===== src/xml_entity_escaper_macros.svh =====
// Assertion macros shared by the escaper RTL.
`ifndef XML_ENTITY_ESCAPER_MACROS_SVH
`define XML_ENTITY_ESCAPER_MACROS_SVH

// Implication checked at every rising clock edge outside reset.
`define XEE_ASSERT_CLK(lbl, prop, msg) \
   lbl: assert property (@(posedge clock) disable iff (reset) prop) else $error(msg);

// Same check, also active while reset is high.
`define XEE_ASSERT_ALWAYS(lbl, prop, msg) \
   lbl: assert property (@(posedge clock) prop) else $error(msg);

`endif


===== src/xee_pkg.sv =====
// Types, constants and entity tables for the XML entity escaper.
`default_nettype none
package xee_pkg;

   localparam int BYTE_W     = 8;
   localparam int IDX_W      = 3;
   localparam int CSR_ADDR_W = 3;
   localparam int CSR_DATA_W = 32;

   localparam logic [BYTE_W-1:0] CHAR_LT   = 8'h3C;
   localparam logic [BYTE_W-1:0] CHAR_GT   = 8'h3E;
   localparam logic [BYTE_W-1:0] CHAR_AMP  = 8'h26;
   localparam logic [BYTE_W-1:0] CHAR_APOS = 8'h27;
   localparam logic [BYTE_W-1:0] CHAR_QUOT = 8'h22;

   // Register index of exempt_char in the word-address space.
   localparam logic CSR_IDX_EXEMPT = 1'b0;

   typedef enum logic [2:0] {
      KIND_PLAIN = 3'd0,
      KIND_LT    = 3'd1,
      KIND_GT    = 3'd2,
      KIND_AMP   = 3'd3,
      KIND_APOS  = 3'd4,
      KIND_QUOT  = 3'd5
   } kind_type;

   function automatic kind_type classify(input logic [BYTE_W-1:0] b,
                                         input logic [BYTE_W-1:0] exempt);
      kind_type k;
      k = KIND_PLAIN;
      if (b != exempt) begin
         priority case (b)
            CHAR_LT:   k = KIND_LT;
            CHAR_GT:   k = KIND_GT;
            CHAR_AMP:  k = KIND_AMP;
            CHAR_APOS: k = KIND_APOS;
            CHAR_QUOT: k = KIND_QUOT;
            default:   k = KIND_PLAIN;
         endcase
      end
      return k;
   endfunction

   // Index of the final byte of the run for each kind.
   function automatic logic [IDX_W-1:0] last_idx(input kind_type k);
      logic [IDX_W-1:0] n;
      unique case (k)
         KIND_PLAIN: n = 3'd0;
         KIND_LT:    n = 3'd3;
         KIND_GT:    n = 3'd3;
         KIND_AMP:   n = 3'd4;
         KIND_APOS:  n = 3'd5;
         KIND_QUOT:  n = 3'd5;
         default:    n = 3'd0;
      endcase
      return n;
   endfunction

   function automatic logic [BYTE_W-1:0] ent_char(input kind_type k,
                                                  input logic [IDX_W-1:0] idx,
                                                  input logic [BYTE_W-1:0] b);
      logic [BYTE_W-1:0] c;
      c = b;
      if (k != KIND_PLAIN) begin
         if (idx == 3'd0) begin
            c = CHAR_AMP;
         end else begin
            unique case (k)
               KIND_LT:   c = (idx == 3'd1) ? "l" : (idx == 3'd2) ? "t" : ";";
               KIND_GT:   c = (idx == 3'd1) ? "g" : (idx == 3'd2) ? "t" : ";";
               KIND_AMP:  c = (idx == 3'd1) ? "a" : (idx == 3'd2) ? "m" :
                              (idx == 3'd3) ? "p" : ";";
               KIND_APOS: c = (idx == 3'd1) ? "a" : (idx == 3'd2) ? "p" :
                              (idx == 3'd3) ? "o" : (idx == 3'd4) ? "s" : ";";
               KIND_QUOT: c = (idx == 3'd1) ? "q" : (idx == 3'd2) ? "u" :
                              (idx == 3'd3) ? "o" : (idx == 3'd4) ? "t" : ";";
               default:   c = b;
            endcase
         end
      end
      return c;
   endfunction

endpackage
`default_nettype wire


===== src/xml_entity_escaper.sv =====
// A taken word passes the item register, then the output register onto rsp; stalls hold it.
// Throughput: one input word per cycle for plain bytes while rsp_tready allows; an entity
// holds req_tready low until its last byte loads into the one-byte-per-cycle output register.
// Output register and item register allow a new word in while a result waits.
// Synchronous active-high reset clears both valid flags and exempt_char to zero.
// No memory, no clearing pass.
`default_nettype none
`include "xml_entity_escaper_macros.svh"
module xml_entity_escaper
   import xee_pkg::*;
(
   input  wire logic                  clock,
   input  wire logic                  reset,
   input  wire logic                  req_tvalid,
   output      logic                  req_tready,
   input  wire logic [BYTE_W-1:0]     req_tdata,   // [7:0] data_byte
   input  wire logic                  req_tlast,   // string_last
   output      logic                  rsp_tvalid,
   input  wire logic                  rsp_tready,
   output      logic [BYTE_W-1:0]     rsp_tdata,   // [7:0] out_byte
   output      logic                  rsp_tlast,   // run_last
   output      logic [0:0]            rsp_tuser,   // [0] string_end
   input  wire logic                  csr_psel,
   input  wire logic                  csr_penable,
   input  wire logic                  csr_pwrite,
   input  wire logic [CSR_ADDR_W-1:0] csr_paddr,
   input  wire logic [CSR_DATA_W-1:0] csr_pwdata,
   output      logic [CSR_DATA_W-1:0] csr_prdata,
   output      logic                  csr_pready
);

   logic [BYTE_W-1:0] exempt_ff, exempt_in;

   logic              item_valid_ff, item_valid_in;
   logic [BYTE_W-1:0] item_byte_ff, item_byte_in;
   logic              item_last_ff, item_last_in;
   kind_type          item_kind_ff, item_kind_in;
   logic [IDX_W-1:0]  item_idx_ff, item_idx_in;

   logic              out_valid_ff, out_valid_in;
   logic [BYTE_W-1:0] out_byte_ff, out_byte_in;
   logic              out_last_ff, out_last_in;
   logic              out_end_ff, out_end_in;

   logic out_load, item_final, item_done, req_take, csr_write;

   assign csr_pready = 1'b1;
   assign csr_write  = csr_psel && csr_penable && csr_pwrite && csr_pready;
   assign csr_prdata = (csr_paddr[2] == CSR_IDX_EXEMPT)
                       ? {{(CSR_DATA_W-BYTE_W){1'b0}}, exempt_ff} : '0;

   assign out_load   = !out_valid_ff || rsp_tready;
   assign item_final = (item_idx_ff == last_idx(item_kind_ff));
   assign item_done  = item_valid_ff && out_load && item_final;
   assign req_tready = !item_valid_ff || item_done;
   assign req_take   = req_tvalid && req_tready;

   always_comb begin
      exempt_in = exempt_ff;
      if (csr_write && csr_paddr[2] == CSR_IDX_EXEMPT) begin
         exempt_in = csr_pwdata[BYTE_W-1:0];
      end
   end

   always_comb begin
      item_valid_in = item_valid_ff;
      item_byte_in  = item_byte_ff;
      item_last_in  = item_last_ff;
      item_kind_in  = item_kind_ff;
      item_idx_in   = item_idx_ff;
      if (req_take) begin
         item_valid_in = 1'b1;
         item_byte_in  = req_tdata;
         item_last_in  = req_tlast;
         item_kind_in  = classify(req_tdata, exempt_ff);
         item_idx_in   = '0;
      end else if (item_done) begin
         item_valid_in = 1'b0;
      end else if (item_valid_ff && out_load) begin
         item_idx_in = item_idx_ff + 3'd1;
      end
   end

   always_comb begin
      out_valid_in = out_valid_ff;
      out_byte_in  = out_byte_ff;
      out_last_in  = out_last_ff;
      out_end_in   = out_end_ff;
      if (out_load) begin
         out_valid_in = item_valid_ff;
         out_byte_in  = ent_char(item_kind_ff, item_idx_ff, item_byte_ff);
         out_last_in  = item_final;
         out_end_in   = item_final && item_last_ff;
      end
   end

   always_ff @(posedge clock) begin
      if (reset) begin
         exempt_ff     <= '0;
         item_valid_ff <= 1'b0;
         out_valid_ff  <= 1'b0;
      end else begin
         exempt_ff     <= exempt_in;
         item_valid_ff <= item_valid_in;
         out_valid_ff  <= out_valid_in;
      end
   end

   always_ff @(posedge clock) begin
      item_byte_ff <= item_byte_in;
      item_last_ff <= item_last_in;
      item_kind_ff <= item_kind_in;
      item_idx_ff  <= item_idx_in;
      out_byte_ff  <= out_byte_in;
      out_last_ff  <= out_last_in;
      out_end_ff   <= out_end_in;
   end

   assign rsp_tvalid   = out_valid_ff;
   assign rsp_tdata    = out_byte_ff;
   assign rsp_tlast    = out_last_ff;
   assign rsp_tuser[0] = out_end_ff;

   `XEE_ASSERT_CLK(a_end_on_last, rsp_tvalid && rsp_tuser[0] |-> rsp_tlast, "string end off run end")
   `XEE_ASSERT_CLK(a_idx_in_run, item_valid_ff |-> item_idx_ff <= last_idx(item_kind_ff), "index past run")
   `XEE_ASSERT_CLK(a_item_held, item_valid_ff && !item_done |=> item_valid_ff, "item dropped early")
   `XEE_ASSERT_CLK(a_take_loads, req_tvalid && req_tready |=> item_valid_ff && item_idx_ff == 3'd0, "word not loaded")
   `XEE_ASSERT_ALWAYS(a_reset_clear, reset |=> !rsp_tvalid && req_tready, "reset left state")

endmodule
`default_nettype wire


===== config.mk =====
export PLATFORM = sky130hd
export DESIGN_NAME = xml_entity_escaper
export DESIGN_NICKNAME = d
export VERILOG_FILES = /design/src/xee_pkg.sv /design/src/xml_entity_escaper.sv
export VERILOG_INCLUDE_DIRS = /design/src /design/src/src
export SDC_FILE = /design/constraint.sdc
export NUM_CORES = 1
export LEC_CHECK = 0
export BUFFER_PORTS_ARGS = -buffer_cell sky130_fd_sc_hd__buf_2
export CAP_MARGIN = 10
export CORE_UTILIZATION = 30
export CTS_CLUSTER_SIZE = 25
export DETAILED_ROUTE_END_ITERATION = 10
export GPL_TIMING_DRIVEN = 0
export SLEW_MARGIN = 20
export SYNTH_ARGS = -nofsm -noshare
export SYNTH_HDL_FRONTEND = slang
export SYNTH_SLANG_ARGS = --single-unit

===== constraint.sdc =====
create_clock -name clock -period 2.7 [get_ports clock]
set_clock_uncertainty 0.2 [all_clocks]
set_input_delay 0.135 -clock clock [delete_from_list [all_inputs] [get_ports clock]]
set_output_delay 0.135 -clock clock [all_outputs]
set_load 0.01 [all_outputs]

After elaboration in Yosys (flattened, before gate mapping) --
Cells that the tools add are included.
Storage, ports and cells: flip-flop bits (word level) 35, bits of input ports 51, output and inout port bits 45, word-level logic and storage cells 68
Cells by class: add/subtract/negate cells 1, equality and inequality tests 16, multiplexer cells 22, bitwise logic cells 2, reduce and logical (&&, ||, !) cells 17
Operators by type and width (count):
- two-way mux 7 bit | 13
- equality test 8 x 6 -> 1 bit, second input constant | 5
- one-hot mux 8 bit (5 select lines) | 1
- two-way mux 8 bit | 4
- one-hot mux 3 bit (5 select lines) | 1
- equality test 3 x 2 -> 1 bit, second input constant | 4
- equality test 3 bit, second input constant | 3
- one-hot mux 3 bit (3 select lines) | 1
- inequality test 8 bit | 1
- logical AND 1 bit | 7
- equality test 3 x 1 -> 1 bit, second input constant | 2
- OR reduction 2 bit | 2
- adder 3 x 1 -> 3 bit, second input constant | 1
- equality test 3 bit | 1
- logical NOT 3 bit | 1
- nonzero test 3 bit | 1
- logical NOT 1 bit | 2
- logical OR 1 bit | 2
- two-way mux 1 bit | 2
- inverter 1 bit | 2
- AND reduction 2 bit | 1
- nonzero test 2 bit | 1

Longest topological paths before layout --
depth after elaboration 8, depth in mapped cells 8, gate-level depth less buffers 7

Least setup slack after synthesis --
OpenSTA, ideal clock, no wires.
path kind register -> register, start register item_idx_ff[0], end register item_byte_ff[0], enable pin, setup time 355 ps, arrival time 1718 ps, data required time 2145 ps, slack 427 ps, cell stages (with the launch flop) 7, path buffers 1, period minus slack after synthesis 2273 ps, cells stage by stage dfxtp_1 > buf_6 > nor4bb_4 > o21ai_0 > o21a_2 > o21ai_1 > and2_1
On the way: longest elaborated chain between the ends 4
RTL lines:
- from (decl) | RTL line xml_entity_escaper.sv:38 | logic [IDX_W-1:0] item_idx_ff, item_idx_in;
- from (signal assigned) | RTL line xml_entity_escaper.sv:113 | item_idx_ff <= item_idx_in;
- equality test 3 bit | RTL line xml_entity_escaper.sv:53 | assign item_final = (item_idx_ff == last_idx(item_kind_ff));
- logical AND 1 bit | RTL line xml_entity_escaper.sv:54 | assign item_done = item_valid_ff && out_load && item_final;
- logical OR 1 bit | RTL line xml_entity_escaper.sv:55 | assign req_tready = !item_valid_ff || item_done;
- named net req_tready | RTL line xml_entity_escaper.sv:15 | output logic req_tready,
- logical AND 1 bit | RTL line xml_entity_escaper.sv:56 | assign req_take = req_tvalid && req_tready;
- to (signal assigned) | RTL line xml_entity_escaper.sv:110 | item_byte_ff <= item_byte_in;
- to (decl) | RTL line xml_entity_escaper.sv:35 | logic [BYTE_W-1:0] item_byte_ff, item_byte_in;
The timed path passes the listed nets, and every way through them passes these cells. A chain may end at the register's enable or synchronous reset.

Final worst setup path --
start register item_idx_ff[0], end register out_byte_ff[0] (netlist: rsp_tdata[0]), data pin
On the way: longest elaborated chain between the ends 8, elaborated cells on any way between the ends 21, classes of those cells eq/ne (4); mux (16); reduce/logical (1)
RTL lines:
- equality test 3 bit | RTL line xee_pkg.sv:77 | (idx == 3'd3) ? "o" : (idx == 3'd4) ? "t" : ";";
- two-way mux 7 bit (2 in a row) | RTL line xee_pkg.sv:77
- two-way mux 7 bit (2 in a row) | RTL line xee_pkg.sv:76 | KIND_QUOT: c = (idx == 3'd1) ? "q" : (idx == 3'd2) ? "u" :
- one-hot mux 8 bit (5 select lines) | RTL line xee_pkg.sv:69 | unique case (k)
- two-way mux 8 bit * | RTL line xee_pkg.sv:66 | if (idx == 3'd0) begin
- two-way mux 8 bit * | RTL line xee_pkg.sv:65 | if (k != KIND_PLAIN) begin
- to (signal assigned) | RTL line xml_entity_escaper.sv:114 | out_byte_ff <= out_byte_in;
- to (decl) | RTL line xml_entity_escaper.sv:41 | logic [BYTE_W-1:0] out_byte_ff, out_byte_in;
Mark *: on every way between the ends. The rest lies on a longest branch, timed or not.

==> impl_metrics.ini <==
[floorplan]
core_sq_um = 7250
rows = 31
initial_core_util = 0.311
ios = 96
die_area_sq_um = 7860
chipHeight_microns = 88.7
fp.dieW_microns = 88.7

[route]
via_per_inst = 4.54
drt-initial-drc-count = 121
wire_per_inst_microns = 12.3
drc = 0
drt_wl_total_microns = 5400
postRouteAntennaNets = 0
firstDrtPassIters = 4
num_vias = 1997

[logic_synthesis]
yosysWarningCount = 0
synth_area_sq_um = 2250
synth_cell_types = 56
ys_ff_latch = 35
syn-instance-count = 249
postSynthAreaPerCell_sq_um = 9.05
synth_commonest_cells = 28 x nand2_1, 26 x buf_4, 22 x edfxtp_1
ys_async_sr_fraction = 0
netlist.top_cell.by_area = edfxtp_1
synth.area.top_cells = edfxtp_1 29%, dfxtp_1 12%, buf_4 8.7%
seq_area_frac_synth = 0.409
yosys_most_used_dff = edfxtp_1
synth-edff-count = 22
yosysMostFrequentCell = nand2_1
synth_top_area_share = 0.293

[placement]
place_congestion = 0.871
hpwl_microns = 3830
port_buffers = 43

[grt]
grt_pass1_vias = 1879
grtUsageTotal = 0.146
antenna_found_initial = 0
grt_overflow = 0
grt_pass1_wl_microns = 8670
grt_max_degree = 13

[worst_hold_path]
min-delay-start = reset
hold_path_class = in -> reg

[sta]
tns_ps = 0
finalHoldViolations = 0
rsz0062_at_grt = no
tightest_slew_ps = 529
slew_violations = 0
min_period_ps = 2440
timing.fmax_mhz = 411
setup_viol = 0
finalCritPeriodShare = 0.902
maxSlewHeadroom = 0.647

[cts]
clkTransAtPathRegs_ps = 80
cts_buffers = 5
cts_max_level = 2
clock_latency_ps = 290
clockRootBuffer = clkbuf_8
cts_tree = built
cts.sinks = 35
clockBufferDepth = 2

[critical_path]
crit_arrival_ps = 2260
regToRegSetupSlack_ps = 260
crit_type = reg -> reg
cp-start-kind = register
path_cells = buf_6 > inv_1 > ha_1 > o21bai_2 > nand2_1 > a2111oi_0 > o21ai_0
cp-end-kind = register
timing.rr.start = item_idx_ff[0]
critPathSlowestCell = a2111oi_0
crit_buf_inv = 2
critPathMaxStageDelay_ps = 510
crit_family = compound AO/OA/AOI/OAI gates
critPathLaunch = item_idx_ff[0]
crit_fanout = 10
crit_required_ps = 2520

[outcome]
status = complete, no violations

[power_and_ir_drop]
totalPowerFinal_mw = 1.57
worst_ir_drop_vdd_mv = 0.197
leakagePower_nw = 1.23
power.density_nw_per_um2 = 531

[layout]
layout-drive-gt1-share = 0.264
nNetsFinal = 396
syn_to_final_growth_pct = 30.9
fillers = 730
diodes = 0

[flow_run]
cap_violations = 0
==> logic make-up after synthesis <==
group	synth area share
AND/OR/NAND/NOR	0.200
flip-flops	0.409
buffers and inverters	0.132
AO/OA/AOI/OAI	0.173
adder cells (fa/ha/maj)	0.0322
other	0.00333
multiplexers	0.00444
XOR/XNOR	0.0466
==> registers in the layout, indices dropped and copies added, names as in the netlist, 3 cells and up <==
register,count
exempt_ff,8
rsp_tdata,8
item_byte_ff,8
item_idx_ff,3
item_kind_ff,3
==> final timing paths <==
path	end	cells past startpoint
worst max register to register	rsp_tdata[0]	7
worst min register to register	exempt_ff[7]	2
worst min-delay path	rsp_tvalid	2
worst max-delay path	rsp_tdata[0]	7
==> cell usage in the layout (no fill, tap or decap), types with 5 or more instances in the layout <==
master          n
buf_4          26
inv_1           9
dfxtp_1        12
nand2_1        28
a21oi_1        18
nor2_1         18
clkbuf_8        5
ha_1            5
conb_1         25
nor2b_1        13
buf_2          47
edfxtp_1       22
o21ai_0        11
xnor2_1        10
dlygate4sd3_1  18
==> through the flow <==
stage	util	area [sq um]	setup slack, ps	hold slack (ps)	instances
2_1_floorplan	-	2340	427	33.9	272
3_3_place_gp	0.369	2680	96.8	116	414
3_5_place_dp	0.369	2680	67.4	115	414
4_1_cts	0.406	2940	55.1	31.4	440
5_1_grt	0.407	2950	132	59.5	440
6_report	0.407	2950	265	29.4	440
==> final cells by class <==
type | instances | area, sq um | share of cell area
multi-input cells | 189 | 1120 | 0.381
repair buffers | 61 | 395 | 0.134
flip-flops and latches | 35 | 922 | 0.313
plain buffers | 38 | 262 | 0.0886
clock inverters | 2 | 12.5 | 0.00424
clock buffers | 6 | 72.6 | 0.0246
inverters | 10 | 37.5 | 0.0127
well taps | 99 | 124 | 0.0420
==> where the power goes <==
group	switching (mW)	internal, mW	total, mW
Clock	0.200	0.180	0.380
Combinational	0.289	0.223	0.513
Sequential	0.0312	0.642	0.673
Total	0.520	1.05	1.57
==> layer usage <==
metal,up-vias,GRT usage,routed length (microns)
met5,-,0,0
met4,0,0.0543,101
met3,10,0.0345,319
met2,78,0.239,2580
met1,893,0.187,2400
li1,1016,-,-
==> what timing repair did <==
| action | CTS | global route |
|---|---|---|
| hold buffers | 18 | 0 |
| resized for setup | 0 | 4 |
| endpoints found under the hold margin | 18 | 0 |
| endpoints found under the setup margin | 0 | 1 |
| setup buffers | 0 | 0 |
(Power assumes the default switching activity.)
